===== config.mk =====
export PLATFORM = sky130hd
export DESIGN_NAME = hand_motion_direction_quantizer_core
export DESIGN_NICKNAME = d
export VERILOG_FILES = /design/src/rtl/hmdq_pkg.sv /design/src/rtl/hmdq_csr.sv /design/src/rtl/hmdq_delta.sv /design/src/rtl/hmdq_classify.sv /design/src/rtl/hand_motion_direction_quantizer_core.sv
export SDC_FILE = /design/constraint.sdc
export NUM_CORES = 1
export LEC_CHECK = 0
export BUFFER_PORTS_ARGS = -buffer_cell sky130_fd_sc_hd__buf_4
export CAP_MARGIN = 15
export CORE_MARGIN = 2
export CORE_UTILIZATION = 25
export DETAILED_ROUTE_END_ITERATION = 10
export GPL_TIMING_DRIVEN = 0
export HOLD_SLACK_MARGIN = 0.12
export SLEW_MARGIN = 10
export SYNTH_ARGS = -nofsm -noshare
export SYNTH_HDL_FRONTEND = slang
export SYNTH_SLANG_ARGS = --single-unit
export TNS_END_PERCENT = 5

===== constraint.sdc =====
create_clock -name clock -period 19.65 [get_ports clock]
set_input_delay 1.965 -clock clock [delete_from_list [all_inputs] [get_ports clock]]
set_output_delay 1.965 -clock clock [all_outputs]
set_load 0.03 [all_outputs]

===== src/rtl/hmdq_pkg.sv =====
// Shared types and constants for the hand motion direction quantizer.
// Item structs, direction codes, register indexes and sector-edge constants.
// No dependencies.
package hmdq_pkg;

   localparam int POS_BITS  = 16;
   localparam int NUM_HANDS = 2;
   localparam int HAND_W    = 1;
   localparam int CONF_W    = 8;
   localparam int STILL_W   = 10;

   localparam int POSN_W = POS_BITS + 1;
   localparam int DX_W   = POS_BITS + 2;
   localparam int DY_W   = POS_BITS + 1;
   localparam int MAG_W  = POS_BITS;
   localparam int PROD_W = MAG_W + 18;

   localparam logic [17:0] TAN_LO = 18'd27146;
   localparam logic [17:0] TAN_HI = 18'd158218;

   localparam int CSR_ADDR_W = 4;
   localparam int CSR_DATA_W = 32;
   localparam int REG_IDX_W  = 2;

   localparam logic [REG_IDX_W-1:0] REG_XY_STILL = 2'd0;
   localparam logic [REG_IDX_W-1:0] REG_Z_STILL  = 2'd1;
   localparam logic [REG_IDX_W-1:0] REG_MIN_CONF = 2'd2;

   localparam logic [STILL_W-1:0] XY_STILL_RST = 10'd2;
   localparam logic [STILL_W-1:0] Z_STILL_RST  = 10'd20;
   localparam logic [CONF_W-1:0]  MIN_CONF_RST = 8'd128;

   typedef enum logic [3:0] {
      PLANE_VOID       = 4'd0,
      PLANE_STILL      = 4'd1,
      PLANE_RIGHT      = 4'd2,
      PLANE_UP_RIGHT   = 4'd3,
      PLANE_UP         = 4'd4,
      PLANE_UP_LEFT    = 4'd5,
      PLANE_LEFT       = 4'd6,
      PLANE_DOWN_LEFT  = 4'd7,
      PLANE_DOWN       = 4'd8,
      PLANE_DOWN_RIGHT = 4'd9
   } plane_dir_type;

   typedef enum logic [1:0] {
      DEPTH_EMPTY    = 2'd0,
      DEPTH_CENTRE   = 2'd1,
      DEPTH_FORWARD  = 2'd2,
      DEPTH_BACKWARD = 2'd3
   } depth_dir_type;

   typedef struct packed {
      logic [HAND_W-1:0]          hand;
      logic                       tracked;
      logic [CONF_W-1:0]          confidence;
      logic signed [POS_BITS-1:0] pos_x;
      logic signed [POS_BITS-1:0] pos_y;
      logic signed [POS_BITS-1:0] pos_z;
   } req_type;

   typedef struct packed {
      logic [HAND_W-1:0] out_hand;
      logic              updated;
      plane_dir_type     dir_plane;
      depth_dir_type     dir_depth;
   } rsp_type;

   typedef struct packed {
      logic [STILL_W-1:0] xy_still_mm;
      logic [STILL_W-1:0] z_still_mm;
      logic [CONF_W-1:0]  min_confidence;
   } cfg_type;

   typedef struct packed {
      logic [HAND_W-1:0] hand;
      logic              updated;
      logic              have_prev;
      logic [MAG_W-1:0]  ax;
      logic [MAG_W-1:0]  ay;
      logic [MAG_W-1:0]  az;
      logic              dx_pos;
      logic              dy_pos;
      logic              dz_pos;
   } delta_type;

endpackage


===== src/rtl/hmdq_csr.sv =====
// Configuration registers behind the APB-style port.
// Depends on hmdq_pkg.
module hmdq_csr (
   input  logic                           clock,
   input  logic                           reset,
   input  logic                           psel,
   input  logic                           penable,
   input  logic                           pwrite,
   input  logic [hmdq_pkg::CSR_ADDR_W-1:0] paddr,
   input  logic [hmdq_pkg::CSR_DATA_W-1:0] pwdata,
   output logic [hmdq_pkg::CSR_DATA_W-1:0] prdata,
   output logic                           pready,
   output hmdq_pkg::cfg_type              cfg
);
   import hmdq_pkg::*;

   cfg_type                cfg_ff;
   cfg_type                cfg_in;
   logic [REG_IDX_W-1:0]   reg_idx;
   logic                   wr_en;

   assign reg_idx = paddr[CSR_ADDR_W-1:2];
   assign wr_en   = psel && penable && pwrite;
   assign pready  = 1'b1;
   assign cfg     = cfg_ff;

   always_comb begin
      cfg_in = cfg_ff;
      if (wr_en) begin
         case (reg_idx)
            REG_XY_STILL: cfg_in.xy_still_mm    = pwdata[STILL_W-1:0];
            REG_Z_STILL:  cfg_in.z_still_mm     = pwdata[STILL_W-1:0];
            REG_MIN_CONF: cfg_in.min_confidence = pwdata[CONF_W-1:0];
            default:      cfg_in = cfg_ff;
         endcase
      end
   end

   always_ff @(posedge clock) begin
      if (reset) begin
         cfg_ff.xy_still_mm    <= XY_STILL_RST;
         cfg_ff.z_still_mm     <= Z_STILL_RST;
         cfg_ff.min_confidence <= MIN_CONF_RST;
      end else begin
         cfg_ff <= cfg_in;
      end
   end

   always_comb begin
      case (reg_idx)
         REG_XY_STILL: prdata = CSR_DATA_W'(cfg_ff.xy_still_mm);
         REG_Z_STILL:  prdata = CSR_DATA_W'(cfg_ff.z_still_mm);
         REG_MIN_CONF: prdata = CSR_DATA_W'(cfg_ff.min_confidence);
         default:      prdata = '0;
      endcase
   end

endmodule


===== src/rtl/hmdq_delta.sv =====
// Input register, per-hand previous positions and the motion delta stage.
// Depends on hmdq_pkg.
module hmdq_delta (
   input  logic                  clock,
   input  logic                  reset,
   input  hmdq_pkg::cfg_type     cfg,
   input  logic                  req_valid,
   output logic                  req_stall,
   input  hmdq_pkg::req_type     req_data,
   output logic                  mid_valid,
   input  logic                  mid_ready,
   output hmdq_pkg::delta_type   mid_data
);
   import hmdq_pkg::*;

   logic                     in_vld_ff;
   req_type                  in_ff;
   logic                     mid_vld_ff;
   delta_type                mid_ff;
   delta_type                mid_in;

   logic signed [POSN_W-1:0] prev_x_ff [NUM_HANDS];
   logic signed [POS_BITS-1:0] prev_y_ff [NUM_HANDS];
   logic signed [POSN_W-1:0] prev_z_ff [NUM_HANDS];
   logic                     prev_valid_ff [NUM_HANDS];

   logic                     mid_free;
   logic                     in_free;
   logic                     sample_ok;
   logic signed [POSN_W-1:0] x_neg;
   logic signed [POSN_W-1:0] z_neg;
   logic signed [DX_W-1:0]   dx;
   logic signed [DY_W-1:0]   dy;
   logic signed [DX_W-1:0]   dz;
   logic [DX_W-1:0]          ax_full;
   logic [DY_W-1:0]          ay_full;
   logic [DX_W-1:0]          az_full;

   assign mid_free  = !mid_vld_ff || mid_ready;
   assign in_free   = !in_vld_ff || mid_free;
   assign req_stall = !in_free;
   assign mid_valid = mid_vld_ff;
   assign mid_data  = mid_ff;

   assign sample_ok = in_ff.tracked && (in_ff.confidence > cfg.min_confidence);
   assign x_neg     = -$signed({in_ff.pos_x[POS_BITS-1], in_ff.pos_x});
   assign z_neg     = -$signed({in_ff.pos_z[POS_BITS-1], in_ff.pos_z});

   always_comb begin
      dx = $signed({x_neg[POSN_W-1], x_neg})
         - $signed({prev_x_ff[in_ff.hand][POSN_W-1], prev_x_ff[in_ff.hand]});
      dy = $signed({in_ff.pos_y[POS_BITS-1], in_ff.pos_y})
         - $signed({prev_y_ff[in_ff.hand][POS_BITS-1], prev_y_ff[in_ff.hand]});
      dz = $signed({z_neg[POSN_W-1], z_neg})
         - $signed({prev_z_ff[in_ff.hand][POSN_W-1], prev_z_ff[in_ff.hand]});
      ax_full = dx[DX_W-1] ? DX_W'(-dx) : DX_W'(dx);
      ay_full = dy[DY_W-1] ? DY_W'(-dy) : DY_W'(dy);
      az_full = dz[DX_W-1] ? DX_W'(-dz) : DX_W'(dz);

      mid_in.hand      = in_ff.hand;
      mid_in.updated   = sample_ok;
      mid_in.have_prev = prev_valid_ff[in_ff.hand];
      mid_in.ax        = ax_full[MAG_W-1:0];
      mid_in.ay        = ay_full[MAG_W-1:0];
      mid_in.az        = az_full[MAG_W-1:0];
      mid_in.dx_pos    = !dx[DX_W-1] && (dx != '0);
      mid_in.dy_pos    = !dy[DY_W-1] && (dy != '0);
      mid_in.dz_pos    = !dz[DX_W-1] && (dz != '0);
   end

   always_ff @(posedge clock) begin
      if (reset) begin
         in_vld_ff  <= 1'b0;
         mid_vld_ff <= 1'b0;
      end else begin
         if (in_free) begin
            in_vld_ff <= req_valid;
         end
         if (mid_free) begin
            mid_vld_ff <= in_vld_ff;
         end
      end
   end

   always_ff @(posedge clock) begin
      if (in_free && req_valid) begin
         in_ff <= req_data;
      end
      if (mid_free && in_vld_ff) begin
         mid_ff <= mid_in;
      end
   end

   always_ff @(posedge clock) begin
      if (mid_free && in_vld_ff && sample_ok) begin
         prev_x_ff[in_ff.hand] <= x_neg;
         prev_y_ff[in_ff.hand] <= in_ff.pos_y;
         prev_z_ff[in_ff.hand] <= z_neg;
      end
   end

   always_ff @(posedge clock) begin
      if (reset) begin
         for (int i = 0; i < NUM_HANDS; i++) begin
            prev_valid_ff[i] <= 1'b0;
         end
      end else if (mid_free && in_vld_ff && sample_ok) begin
         prev_valid_ff[in_ff.hand] <= 1'b1;
      end
   end

endmodule


===== src/rtl/hmdq_classify.sv =====
// Sector and depth classification of one motion delta, and the result register.
// Depends on hmdq_pkg.
module hmdq_classify (
   input  logic                  clock,
   input  logic                  reset,
   input  hmdq_pkg::cfg_type     cfg,
   input  logic                  mid_valid,
   output logic                  mid_ready,
   input  hmdq_pkg::delta_type   mid_data,
   output logic                  rsp_valid,
   input  logic                  rsp_stall,
   output hmdq_pkg::rsp_type     rsp_data
);
   import hmdq_pkg::*;

   logic                rsp_vld_ff;
   rsp_type             rsp_ff;
   rsp_type             rsp_in;
   logic                out_free;
   logic [PROD_W-1:0]   k_val;
   logic [PROD_W-1:0]   lo_val;
   logic [PROD_W-1:0]   hi_val;
   logic                still;
   plane_dir_type       plane;
   depth_dir_type       depth;

   assign out_free  = !rsp_vld_ff || !rsp_stall;
   assign mid_ready = out_free;
   assign rsp_valid = rsp_vld_ff;
   assign rsp_data  = rsp_ff;

   assign k_val  = PROD_W'({mid_data.ay, 16'b0});
   assign lo_val = PROD_W'(mid_data.ax) * PROD_W'(TAN_LO);
   assign hi_val = PROD_W'(mid_data.ax) * PROD_W'(TAN_HI);
   assign still  = (mid_data.ax <= MAG_W'(cfg.xy_still_mm))
                && (mid_data.ay <= MAG_W'(cfg.xy_still_mm));

   always_comb begin
      if (still) begin
         plane = PLANE_STILL;
      end else if (k_val <= lo_val) begin
         plane = mid_data.dx_pos ? PLANE_RIGHT : PLANE_LEFT;
      end else if (k_val >= hi_val) begin
         plane = mid_data.dy_pos ? PLANE_UP : PLANE_DOWN;
      end else if (mid_data.dx_pos) begin
         plane = mid_data.dy_pos ? PLANE_UP_RIGHT : PLANE_DOWN_RIGHT;
      end else begin
         plane = mid_data.dy_pos ? PLANE_UP_LEFT : PLANE_DOWN_LEFT;
      end

      if (mid_data.az <= MAG_W'(cfg.z_still_mm)) begin
         depth = DEPTH_CENTRE;
      end else begin
         depth = mid_data.dz_pos ? DEPTH_FORWARD : DEPTH_BACKWARD;
      end

      rsp_in.out_hand = mid_data.hand;
      rsp_in.updated  = mid_data.updated;
      if (mid_data.updated && mid_data.have_prev) begin
         rsp_in.dir_plane = plane;
         rsp_in.dir_depth = depth;
      end else begin
         rsp_in.dir_plane = PLANE_VOID;
         rsp_in.dir_depth = DEPTH_EMPTY;
      end
   end

   always_ff @(posedge clock) begin
      if (reset) begin
         rsp_vld_ff <= 1'b0;
      end else if (out_free) begin
         rsp_vld_ff <= mid_valid;
      end
   end

   always_ff @(posedge clock) begin
      if (out_free && mid_valid) begin
         rsp_ff <= rsp_in;
      end
   end

endmodule


===== src/rtl/hand_motion_direction_quantizer_core.sv =====
// Top level of the hand motion direction quantizer.
// Depends on hmdq_pkg, hmdq_csr, hmdq_delta and hmdq_classify.
//
// Usage:
//   req channel: one joint sample per item (hand, tracked, confidence, x, y, z).
//   rsp channel: one result per item (hand, updated, planar and depth direction).
//   An item is taken on an edge with valid high and stall low.
//   The csr port (psel/penable/pwrite/paddr/pwdata/prdata/pready) holds the
//   planar and depth dead zones and the confidence threshold; write it only
//   while no item is in flight.
// Throughput: one item per cycle unless rsp_stall holds it; three register
//   stages (input, delta, result), with the per-hand previous position written
//   as an item enters the delta stage, so the next item of the same hand sees it.
// Reset: restores the register defaults and marks both hands as having no
//   previous position; the next sample of a hand gives void and empty.
// Stall: a stalled result holds; the stages behind it keep filling, and
//   req_stall rises only once every stage holds an item.
module hand_motion_direction_quantizer_core (
   input  logic                           clock,
   input  logic                           reset,
   input  logic                           req_valid,
   output logic                           req_stall,
   input  hmdq_pkg::req_type              req_data,
   output logic                           rsp_valid,
   input  logic                           rsp_stall,
   output hmdq_pkg::rsp_type              rsp_data,
   input  logic                           psel,
   input  logic                           penable,
   input  logic                           pwrite,
   input  logic [hmdq_pkg::CSR_ADDR_W-1:0] paddr,
   input  logic [hmdq_pkg::CSR_DATA_W-1:0] pwdata,
   output logic [hmdq_pkg::CSR_DATA_W-1:0] prdata,
   output logic                           pready
);
   import hmdq_pkg::*;

   cfg_type   cfg;
   logic      mid_valid;
   logic      mid_ready;
   delta_type mid_data;

   hmdq_csr u_csr (
      .clock   (clock),
      .reset   (reset),
      .psel    (psel),
      .penable (penable),
      .pwrite  (pwrite),
      .paddr   (paddr),
      .pwdata  (pwdata),
      .prdata  (prdata),
      .pready  (pready),
      .cfg     (cfg)
   );

   hmdq_delta u_delta (
      .clock     (clock),
      .reset     (reset),
      .cfg       (cfg),
      .req_valid (req_valid),
      .req_stall (req_stall),
      .req_data  (req_data),
      .mid_valid (mid_valid),
      .mid_ready (mid_ready),
      .mid_data  (mid_data)
   );

   hmdq_classify u_classify (
      .clock     (clock),
      .reset     (reset),
      .cfg       (cfg),
      .mid_valid (mid_valid),
      .mid_ready (mid_ready),
      .mid_data  (mid_data),
      .rsp_valid (rsp_valid),
      .rsp_stall (rsp_stall),
      .rsp_data  (rsp_data)
   );

endmodule


# Word-level counts from Yosys, hierarchy flattened

Memory sizes are Yosys's and may differ from the RTL's. A register that Yosys moved wholly into a read port is not among the register bits.
Cells that the tools add are included.

Logic and storage cells: 108
Bits in writable memories: 102
Bits in latches: 0
Flip-flop bits (word level): 150
Memories kept: 4
Bits of input ports: 101
Output and inout port bits: 43
Bits in read-only memories: 0

Equal/unequal tests: 2
$add $sub $neg: 8
Div/mod/pow operators: 0
$lt $le $gt $ge: 6
Reductions and logical operators: 33
Bitwise operators: 1
Multiply operators: 2
Multiplexer cells: 26
Shift-type cells: 0

Memories:

| memory                | words | width | rd ports | clocked after Yosys merged registers in | write ports | RTL line         | RTL |
|---|---|---|---|---|---|---|---|
| u_delta.prev_x_ff     | 2     | 17    | 1        | 1                                       | 1           | hmdq_delta.sv:22 | `logic signed [POSN_W-1:0] prev_x_ff [NUM_HANDS];` |
| u_delta.prev_z_ff     | 2     | 17    | 1        | 1                                       | 1           | hmdq_delta.sv:24 | `logic signed [POSN_W-1:0] prev_z_ff [NUM_HANDS];` |
| u_delta.prev_y_ff     | 2     | 16    | 1        | 1                                       | 1           | hmdq_delta.sv:23 | `logic signed [POS_BITS-1:0] prev_y_ff [NUM_HANDS];` |
| u_delta.prev_valid_ff | 2     | 1     | 1        | 1                                       | 2           | hmdq_delta.sv:25 | `logic prev_valid_ff [NUM_HANDS];` |

Operators with widths:

| operator               | count |
|---|---|
| $le 16x10->1           | 3 |
| $mux 16                | 3 |
| $neg 16->16            | 3 |
| $reduce_bool 18->1     | 2 |
| $sub 17x17->18         | 2 |
| $ge 32x34->1           | 1 |
| $neg 16->17            | 2 |
| $mul 16x17->33 const B | 1 |
| $le 32x31->1           | 1 |
| $mul 16x14->30 const B | 1 |
| $pmux 10 s3            | 1 |
| $mux 4                 | 5 |
| $reduce_bool 17->1     | 1 |
| $sub 16x16->17         | 1 |
| $mux 1                 | 15 |
| $logic_and 1x1->1      | 12 |
| $gt 8x8->1             | 1 |
| $logic_not 1->1        | 8 |
| $reduce_and 2->1       | 3 |
| $reduce_or 2->1        | 2 |
| $logic_or 1x1->1       | 3 |
| $mux 3                 | 1 |
| $eq 2x1->1 const B     | 1 |
| $eq 2x2->1 const B     | 1 |
| other kinds (4)        | 4 |

# Depth between registers and ports, before layout

Gate-level depths: netlist (run 1).

Depth after elaboration: 10
Depth in mapped cells: 34
Mapped depth without buffers: 33

# Hierarchy

A second synthesis (run 1) with hierarchy kept.

Cell total of the unflattened synthesis: 2093
Area total of the unflattened synthesis: 22094.9 um^2

By module, submodules not included:

| module        | area an instance (um^2) | cells an instance | times used |
|---|---|---|---|
| hmdq_delta    | 11258.3                 | 894               | 1 |
| hmdq_classify | 9285.2                  | 1032              | 1 |
| hmdq_csr      | 1551.5                  | 167               | 1 |

# Worst setup path before layout (run 1)

No wires, ideal clock.

Kind: register to register
Start: register u_delta.mid_ff (netlist bit u_delta.mid_data[41])
End: register u_classify.rsp_ff (netlist bit u_classify.rsp_data[5]) (data pin)
Cell stages (with the launch flop): 32
Data required time: 19396 ps
Arrival: 7419 ps
Path slack: 11977 ps
Path buffers: 1
Cell sequence: edfxtp_1 ha_1 buf_2 xor2_1 ha_1 or2_2 ha_1 fa_1 fa_1 inv_1 fa_1 inv_1 ha_1 and2_1 o31a_1 a311o_1 o21ai_0 nand2_1 a21o_1 a21oi_1 xor2_1 ha_1 nand2_1 a2111oi_0 o2111ai_1 or4_1 nor4_1 a211o_1 o2111ai_1 a21oi_2 mux2i_1 nor2_1

Longest elaborated chain between the ends: 4
Elaborated cells on any way between the ends: 9
Classes of those cells: 2 x mul; 3 x order compare; 2 x mux; 2 x reduce/logical

Ends and longest elaborated chain:

| item                   | RTL line            | RTL |
|---|---|---|
| start, declared        | hmdq_delta.sv:19    | `delta_type mid_ff;` |
| start signal, assigned | hmdq_delta.sv:90    | `mid_ff <= mid_in;` |
| $mul 16x17->33         | hmdq_classify.sv:34 | `assign hi_val = PROD_W'(mid_data.ax) * PROD_W'(TAN_HI);` |
| $ge 32x34->1           | hmdq_classify.sv:43 | `end else if (k_val >= hi_val) begin` |
| $mux 4                 | hmdq_classify.sv:43 |  |
| $mux 4                 | hmdq_classify.sv:41 | `end else if (k_val <= lo_val) begin` |
| end signal, assigned   | hmdq_classify.sv:78 | `rsp_ff <= rsp_in;` |
| end, declared          | hmdq_classify.sv:17 | `rsp_type rsp_ff;` |

Parallel ways exist; a longest one is shown, timed or not.
A chain may end at the register's enable or synchronous reset.

# Final worst setup path (run 1)

Same ends and word-level chain as after synthesis.

==> flow_metrics.py, run 1 <==
metrics = {
    "status": {
        "status": "complete, no violations",
    },
    "finish": {
        "drive_above_1_share": 0.0878,
        "fin_cells": 3388,
        "nNetsFinal": 2761,
        "areaGrowthSynthToFinish_pct": 14.8,
        "fin_util": 0.288,
        "diodes": 0,
        "finalInstanceArea_um2": 24900,
        "final_cell_mix": "ha_1 (359), inv_1 (244), edfxtp_1 (220)",
        "final_common_cell": "ha_1",
    },
    "pwr": {
        "power_density_nw_per_um2": 178,
        "p_leak_nw": 10.9,
        "p_seq_frac": 0.149,
        "p_switching_mw": 2.08,
        "internal_power_mw": 2.36,
        "clock_power_share": 0.112,
        "finalPower_mw": 4.44,
        "switching_share": 0.468,
        "comb_power_share": 0.739,
        "ir_drop_mv": 0.198,
    },
    "clock_network": {
        "h-tree-depth": 1,
        "worst_skew_pair.late_latency_ns": 0.56,
        "postCtsResizedCells": 0,
        "numCtsBuffers": 26,
        "path_clk_slew_ns": 0.06,
        "post_cts_buffers": 0,
        "clkSinkCount": 254,
        "cts_hold_buf": 0,
        "clk_path_buf_depth": 3,
        "cts_tree": "built",
        "root_buffer": "clkbuf_16",
    },
    "global_route": {
        "gr-total-overflow": 0,
        "grt_max_degree": 52,
        "grt_use_total": 0.111,
        "antenna_found_initial": 0,
        "grt_pass1_wl_um": 80600,
        "grt_pass1_vias": 14800,
    },
    "worst_setup_path": {
        "start_kind": "flop",
        "crit_start": "u_delta.mid_data[41]",
        "cp.depth": 33,
        "cpLargestDelayFamily": "adder cells",
        "r2r_end": "u_classify.rsp_data[5]",
        "crit_buf_inv": 3,
        "cp-end-kind": "flop",
        "worstRegToRegCells": 33,
        "crit_fanout": 11,
        "crit_path_max_incr_delay_ns": 0.87,
        "cpMostUsedCell": "ha_1",
        "r2r-start": "u_delta.mid_data[41]",
        "cp_data_arrival_time_ns": 10.10,
        "cp.required_ns": 19.96,
        "crit_type": "flop to flop",
        "crit_end": "u_classify.rsp_data[5]",
        "reg2reg_setup_slack_ns": 9.86,
        "slowest_stage": "edfxtp_1",
    },
    "routing": {
        "drc": 0,
        "postRouteAntennaNets": 0,
        "drt_iter0_drc": 671,
        "wl_um": 50500,
        "vias": 15200,
        "drt_first_pass_iters": 5,
        "viasPerCell": 4.49,
        "post_drt_wl_per_cell_um": 14.9,
    },
    "synthesis": {
        "yosysSeqAreaShare": 0.335,
        "yosysWarnings": 0,
        "synthCells": 2065,
        "avgSynthCellArea_um2": 10.5,
        "synth_top_area_share": 0.304,
        "synth_area_leader_cell": "edfxtp_1",
        "synth_area_leaders": "edfxtp_1 (30%), ha_1 (21%), fa_1 (8.1%), inv_1 (4.2%), mux2i_1 (4.1%)",
        "netlist_area_um2": 21700,
        "synth_ff_type": "edfxtp_1",
        "ys_ff_latch": 254,
        "ys_types": 76,
        "synth-edff-count": 220,
        "synthArstFlopShare": 0,
    },
    "placed_design": {
        "portBuffers": 94,
        "dp_cells": 3340,
        "dp_hpwl_um": 41600,
        "gp_congestion": 0.857,
        "place_area_um2": 24100,
    },
    "floorplan": {
        "row_count": 108,
        "dieArea_um2": 89300,
        "fp.coreArea_um2": 86500,
        "initial_core_util": 0.251,
        "io_pins": 144,
        "fp.dieW_um": 299,
        "die_h_um": 299,
    },
    "sta": {
        "grt_setup_unrepaired": "false",
        "timing.fmax_ghz": 0.102,
        "setup_viol": 0,
        "fin_crit_sh": 0.498,
        "tightest_slew_ns": 1.19,
        "min_period_ns": 9.79,
        "hold_violations": 0,
        "fin_tns_setup_ns": 0,
        "timing.slew.headroom": 0.208,
        "fin_skew_ns": 0.0186,
        "slew_violations": 0,
    },
    "min_path": {
        "min_path_cells": 0,
        "min_path_type": "flop to flop",
    },
    "flow_run": {
        "maxCapViolations": 0,
    },
}
[flip-flops by register name (all words and copies together) (netlist names), named ones only]
| name | flops |
|---|---|
| u_csr.cfg | 28 |
| u_delta.prev_valid_ff | 2 |
| u_delta.prev_y_ff | 32 |
| u_delta.mid_data | 54 |
| u_delta.prev_z_ff | 34 |
| u_classify.rsp_valid | 1 |
| u_delta.prev_x_ff | 34 |
| u_delta.mid_valid | 1 |
| u_delta.in_vld_ff | 1 |
| u_classify.rsp_data | 8 |
| u_delta.in_ff | 58 |
[area by class of cell]
class,instances,area (µm²)
Fill cell,9079,61600
Multi-Input combinational cell,1541,13300
Sequential cell,254,7290
Tap cell,1155,1450
Inverter,244,916
Timing Repair Buffer,99,801
Clock buffer,36,741
Buffer,47,269
Clock inverter,12,128
[layer usage]
metal	track usage	wire length, µm
met5	0	0
met4	0.0279	1100
met3	0.0108	1610
met2	0.195	24400
met1	0.147	23400
[metrics by stage]
step           worst slack (ns)  hold slack, ns
2_1_floorplan             11.98           0.400
3_3_place_gp               9.88           0.403
3_5_place_dp               9.84           0.407
4_1_cts                    9.80           0.427
5_1_grt                    9.44           0.441
6_report                   9.86           0.428
[power by group through the flow]
stage          clock network, mW  logic [mW]  registers [mW]
2_1_floorplan                  0        2.53           0.654
3_3_place_gp                   0        3.21           0.674
3_5_place_dp                   0        3.27           0.673
4_1_cts                    0.511        3.29           0.662
5_1_grt                    0.530        3.76           0.664
6_report                   0.498        3.29           0.661
[cell usage after synthesis, drive strengths merged (6+ instances only)]
cell / n
ha: 359
inv: 244
edfxtp: 220
nor2: 123
nand2: 105
a21oi: 99
xnor2: 98
fa: 88
mux2i: 88
o21ai: 72
a21o: 56
xor2: 55
nor3: 38
buf: 35
dfxtp: 34
nand3: 28
nand2b: 25
nor2b: 23
nand4: 20
o21a: 19
nor4: 17
a31oi: 16
a211o: 14
a211oi: 12
clkbuf: 12
and3: 11
and2: 10
or2: 9
or3: 9
a21boi: 7
o22ai: 7
o311ai: 7
a2111oi: 6
mux2: 6
nand3b: 6
nor3b: 6
o211ai: 6
o31ai: 6
or4: 6
[logic make-up after synthesis]
kind of cell / after synthesis / share of synthesized area
and+or+nand+nor: 446 / 0.101
xor gates and xnor gates: 153 / 0.0617
AOI/OAI and AO/OA: 378 / 0.116
DFF: 254 / 0.335
other: 2 / 0.000346
adders and majority gates: 447 / 0.288
muxes: 94 / 0.0437
buffers and inverters: 291 / 0.0545
[how the worst min path moves through the flow]
stage | end | slack (ns) | from
4_1_cts | u_classify.rsp_data[7] | 0.43 | u_delta.mid_data[53]
3_3_place_gp | u_classify.rsp_data[7] | 0.40 | u_delta.mid_data[53]
6_report | u_classify.rsp_data[7] | 0.43 | u_delta.mid_data[53]
3_5_place_dp | u_classify.rsp_data[7] | 0.41 | u_delta.mid_data[53]
2_1_floorplan | u_classify.rsp_data[7] | 0.40 | u_delta.mid_data[53]
5_1_grt | u_classify.rsp_data[7] | 0.44 | u_delta.mid_data[53]
(Power assumes the default switching activity.)
==> run 2: changes to the inputs <==
Clock period 19.65 ns to 7.9 ns, I/O delays scaled along.
==> run 2 against run 1 <==
  * Via count increased by 1.0%
  * Non-clock buffer count increased by 52
  * Clock-buffer cell count unchanged
  * Register-to-register slack got worse by 9.8 ns
  * Core utilization increased by 0.95 points
  * First-iteration DRC count decreased by 3.1%
  * Critical path depth unchanged
  * Sequential share of layout area decreased by 0.93 points
  * Wire length increased by 2.8%
  * Cell count increased by 1.5%
  * Critical endpoint unchanged
==> flow_metrics.py, run 2 (same netlist as run 1, synthesis figures left out) <==
metrics = {
    "routing": {
        "drt_first_pass_iters": 5,
        "post_drt_wl_per_cell_um": 15.1,
        "wl_um": 51900,
        "drc": 0,
        "vias": 15400,
        "postRouteAntennaNets": 0,
        "viasPerCell": 4.47,
        "drt_iter0_drc": 650,
    },
    "finish": {
        "fin_cells": 3440,
        "drive_above_1_share": 0.130,
        "nNetsFinal": 2813,
        "final_cell_mix": "ha_1 (343), inv_1 (240), edfxtp_1 (220)",
        "finalInstanceArea_um2": 25800,
        "multi_input_area_um2": 13700,
        "final_common_cell": "ha_1",
        "reg_top3": "u_delta.in_ff x58, u_delta.mid_data x54",
        "register_area_um2": 7290,
        "fin_util": 0.298,
        "diodes": 0,
        "areaGrowthSynthToFinish_pct": 18.6,
        "largest_reg_flops": 58,
        "n_fill_cell": 9017,
        "regMostFlops": "u_delta.in_ff",
    },
    "worst_setup_path": {
        "crit_buf_inv": 3,
        "crit_fanout": 5,
        "reg2reg_setup_slack_ns": 0.08,
        "start_kind": "flop",
        "r2r-start": "u_delta.mid_data[41]",
        "cp_data_arrival_time_ns": 8.13,
        "cp.required_ns": 8.21,
        "cp.depth": 33,
        "crit_type": "flop to flop",
        "r2r_end": "u_classify.rsp_data[5]",
        "cpLargestDelayFamily": "adder cells",
        "crit_end": "u_classify.rsp_data[5]",
        "crit_start": "u_delta.mid_data[41]",
        "cp-end-kind": "flop",
        "slowest_stage": "fa_1",
        "crit_path_max_incr_delay_ns": 0.54,
        "worstRegToRegCells": 33,
    },
    "clock_network": {
        "worst_skew_pair.late_latency_ns": 0.56,
        "path_clk_slew_ns": 0.06,
        "clkSinkCount": 254,
        "cts_tree": "built",
        "root_buffer": "clkbuf_16",
        "h-tree-depth": 1,
        "numCtsBuffers": 26,
        "clk_path_buf_depth": 3,
    },
    "global_route": {
        "antenna_found_initial": 0,
        "grt_max_degree": 52,
        "grt_pass1_wl_um": 82400,
        "gr-total-overflow": 0,
        "grt_pass1_vias": 15100,
        "grt_use_total": 0.114,
    },
    "sta": {
        "timing.slew.headroom": 0.211,
        "min_period_ns": 7.82,
        "fin_crit_sh": 0.990,
        "slew_violations": 0,
        "grt_setup_unrepaired": "true",
        "holdWs_ns": 0.401,
        "timing.fmax_ghz": 0.128,
        "hold_violations": 0,
        "setup_viol": 0,
        "tightest_slew_ns": 1.18,
        "fin_skew_ns": 0.0181,
    },
    "min_path": {
        "min_path_type": "primary input to flop",
        "hp-start": "req_data[53]",
    },
    "flow_run": {
        "maxCapViolations": 0,
    },
    "floorplan": {
        "fp.dieW_um": 299,
        "die_h_um": 299,
        "io_pins": 144,
        "dieArea_um2": 89300,
        "initial_core_util": 0.251,
        "row_count": 108,
        "fp.coreArea_um2": 86500,
    },
    "placed_design": {
        "place_area_um2": 24100,
        "gp_congestion": 0.857,
        "dp_cells": 3340,
        "portBuffers": 94,
        "dp_hpwl_um": 41600,
    },
    "status": {
        "status": "complete, no violations",
    },
}
==> run 2: how the worst min path moves through the flow <==
stage,end,slack [ns],depth (start not counted)
4_1_cts,u_delta.in_ff[53],0.38,1
3_5_place_dp,u_classify.rsp_data[7],0.41,0
3_3_place_gp,u_classify.rsp_data[7],0.40,0
2_1_floorplan,u_classify.rsp_data[7],0.40,0
5_1_grt,u_delta.in_ff[55],0.38,1
6_report,u_delta.in_ff[53],0.40,1
==> run 2: layer usage <==
metal,GRT usage,part of all wire
met1,0.148,0.46
met2,0.201,0.49
met3,0.0128,0.033
met4,0.0332,0.025
met5,0,0
==> run 2: area by class of cell <==
type                    count  share of cell area
well taps                1155              0.0561
inverters                 244              0.0356
repair buffers            153              0.0482
clock inverters            12             0.00496
multi-input cells        1541               0.533
clock buffers              36              0.0288
plain buffers              45              0.0101
flip-flops and latches    254               0.283
==> run 2: timing repair <==
item | CTS | global route
pin swaps | 37 | 37
setup buffers | 44 | 11
endpoints found under the setup margin | 4 | 4
hold buffers | 0 | 0
resized for setup | 51 | 28
==> run 2: stage by stage <==
step,setup WS (ns),setup TNS (ns)
finish,0.0820,0
detailed placement,-1.91,-7.41
global route,-0.219,-0.603
CTS,-0.174,-0.418
floorplan,0.227,0
global placement,-1.87,-7.29
==> run 2: worst reg2reg max path: cells and delay by family, from the launching register on <==
| family | cells | cell delay [ns] |
|---|---|---|
| fa+ha+maj | 8 | 2.63 |
| simple gates | 11 | 2.06 |
| compound gates | 8 | 1.58 |
| flops | 1 | 0.51 |
| xor+xnor | 2 | 0.29 |
| buf+inv | 3 | 0.28 |
| mux | 1 | 0.23 |
Power of run 2 is left out: the tool's default activity adds up to more than one toggle a clock period on the data nets, which glitch-free logic cannot reach.
==> run 3: changes to the inputs <==
Settings changed: BUFFER_PORTS_ARGS -buffer_cell sky130_fd_sc_hd__buf_4 to -buffer_cell sky130_fd_sc_hd__clkbuf_2.
==> run 3 against run 2 <==
  * Die area did not move
  * Worst hold slack better by 0.012 ns
  * Critical endpoint unchanged
  * Core utilization is 0.42 points lower
  * Cell count down 0.23%
  * Global-route usage decreased by 0.077 points
==> flow_metrics.py, run 3 (same netlist as run 1, synthesis figures left out) <==
metrics = {
    "status": {
        "status": "complete, no violations",
    },
    "placed_design": {
        "gp_congestion": 0.872,
        "place_ws_ns": -1.92,
        "portBuffers": 94,
        "dp_hpwl_um": 41500,
    },
    "clock_network": {
        "path_clk_slew_ns": 0.07,
        "root_buffer": "clkbuf_16",
        "clk_path_buf_depth": 3,
        "cts_tree": "built",
        "h-tree-depth": 1,
        "clkSinkCount": 254,
        "numCtsBuffers": 25,
        "worst_skew_pair.late_latency_ns": 0.55,
        "cts_hold_buf": 0,
    },
    "routing": {
        "drc": 0,
        "wl_um": 51500,
        "routed-wl-met2_um": 24000,
        "top_layer": "met4",
        "postRouteAntennaNets": 0,
        "viasPerCell": 4.48,
        "drt_iter0_drc": 726,
        "vias": 15400,
        "route.met3.wl_um": 1870,
        "post_drt_wl_per_cell_um": 15.0,
        "wl_met1_um": 23500,
        "drt_first_pass_iters": 5,
    },
    "flow_run": {
        "maxCapViolations": 0,
    },
    "finish": {
        "largest_reg_flops": 58,
        "multi_input_area_um2": 13700,
        "register_area_um2": 7290,
        "regMostFlops": "u_delta.in_ff",
        "reg_top3": "u_delta.in_ff x58, u_delta.mid_data x54",
        "drive_above_1_share": 0.124,
        "areaGrowthSynthToFinish_pct": 16.9,
        "final_cell_mix": "ha_1 (348), inv_1 (244), edfxtp_1 (220)",
        "nNetsFinal": 2805,
        "n_fill_cell": 9069,
        "final_common_cell": "ha_1",
    },
    "worst_setup_path": {
        "crit_type": "flop to flop",
        "slowest_stage": "fa_1",
        "start_kind": "flop",
        "crit_path_max_incr_delay_ns": 0.52,
        "cp_data_arrival_time_ns": 8.17,
        "cp-end-kind": "flop",
        "cp.required_ns": 8.20,
        "crit_fanout": 5,
    },
    "global_route": {
        "grt_use_total": 0.114,
        "grt_pass1_vias": 14900,
        "antenna_found_initial": 1,
        "gr-total-overflow": 0,
        "grt_pass1_wl_um": 81100,
        "grt_max_degree": 52,
    },
    "sta": {
        "hold_violations": 0,
        "setup_viol": 0,
        "tightest_slew_ns": 1.18,
        "timing.fmax_ghz": 0.127,
        "holdWs_ns": 0.413,
        "fin_tns_setup_ns": 0,
        "min_period_ns": 7.87,
        "fin_crit_sh": 0.996,
        "fin_skew_ns": 0.0210,
        "worst_slack_ns": 0.0279,
        "timing.slew.headroom": 0.213,
        "slew_violations": 0,
        "grt_setup_unrepaired": "true",
    },
    "floorplan": {
        "die_h_um": 299,
        "io_pins": 144,
        "dieArea_um2": 89300,
        "row_count": 108,
        "fp.dieW_um": 299,
        "initial_core_util": 0.251,
        "fp.coreArea_um2": 86500,
    },
    "min_path": {
        "min_path_type": "primary input to flop",
    },
}
==> run 3: final cells by class <==
type | count | share of cell area
flip-flops and latches | 254 | 0.287
clock buffers | 33 | 0.0282
well taps | 1155 | 0.0569
clock inverters | 13 | 0.00379
inverters | 244 | 0.0361
multi-input cells | 1541 | 0.540
repair buffers | 146 | 0.0381
diodes | 1 | 0.0000985
plain buffers | 45 | 0.0102
==> run 3: metal layers <==
| metal | GRT usage | vias up |
|---|---|---|
| li1 | - | 7738 |
| met1 | 0.148 | 7259 |
| met2 | 0.191 | 290 |
| met3 | 0.0127 | 95 |
| met4 | 0.0465 | 0 |
| met5 | 0 | - |
==> run 3: final timing paths <==
check                       startpoint                      to  slack [ns]  cells after the start
setup / recovery  u_delta.mid_data[39]  u_classify.rsp_data[5]        0.03                     33
hold / removal             req_data[5]        u_delta.in_ff[5]        0.41                      1
setup reg to reg  u_delta.mid_data[39]  u_classify.rsp_data[5]        0.03                     33
hold reg to reg   u_delta.mid_data[53]  u_classify.rsp_data[7]        0.44                      0
==> run 3: what timing repair did <==
item / CTS / global route
gates resized for setup: 49 / 26
buffers inserted: 39 / 9
endpoints found under the setup margin: 4 / 4
pin swaps: 39 / 35
==> run 3: worst max-delay path, delay by kind of cell (launching register included) <==
kind | cells | cell delay, ns
xor+xnor | 2 | 0.29
fa+ha+maj | 8 | 2.63
flops | 1 | 0.48
buf+inv | 3 | 0.28
mux | 1 | 0.22
simple gates | 11 | 2.11
compound gates | 8 | 1.59
==> run 3: through the flow <==
step,util,instances,cell area [µm²]
2_1_floorplan,-,2086,21800
3_3_place_gp,0.274,3335,23700
3_5_place_dp,0.276,3340,23800
4_1_cts,0.291,3424,25200
5_1_grt,0.294,3432,25400
6_report,0.294,3432,25400
Power of run 3 is left out for the same reason.
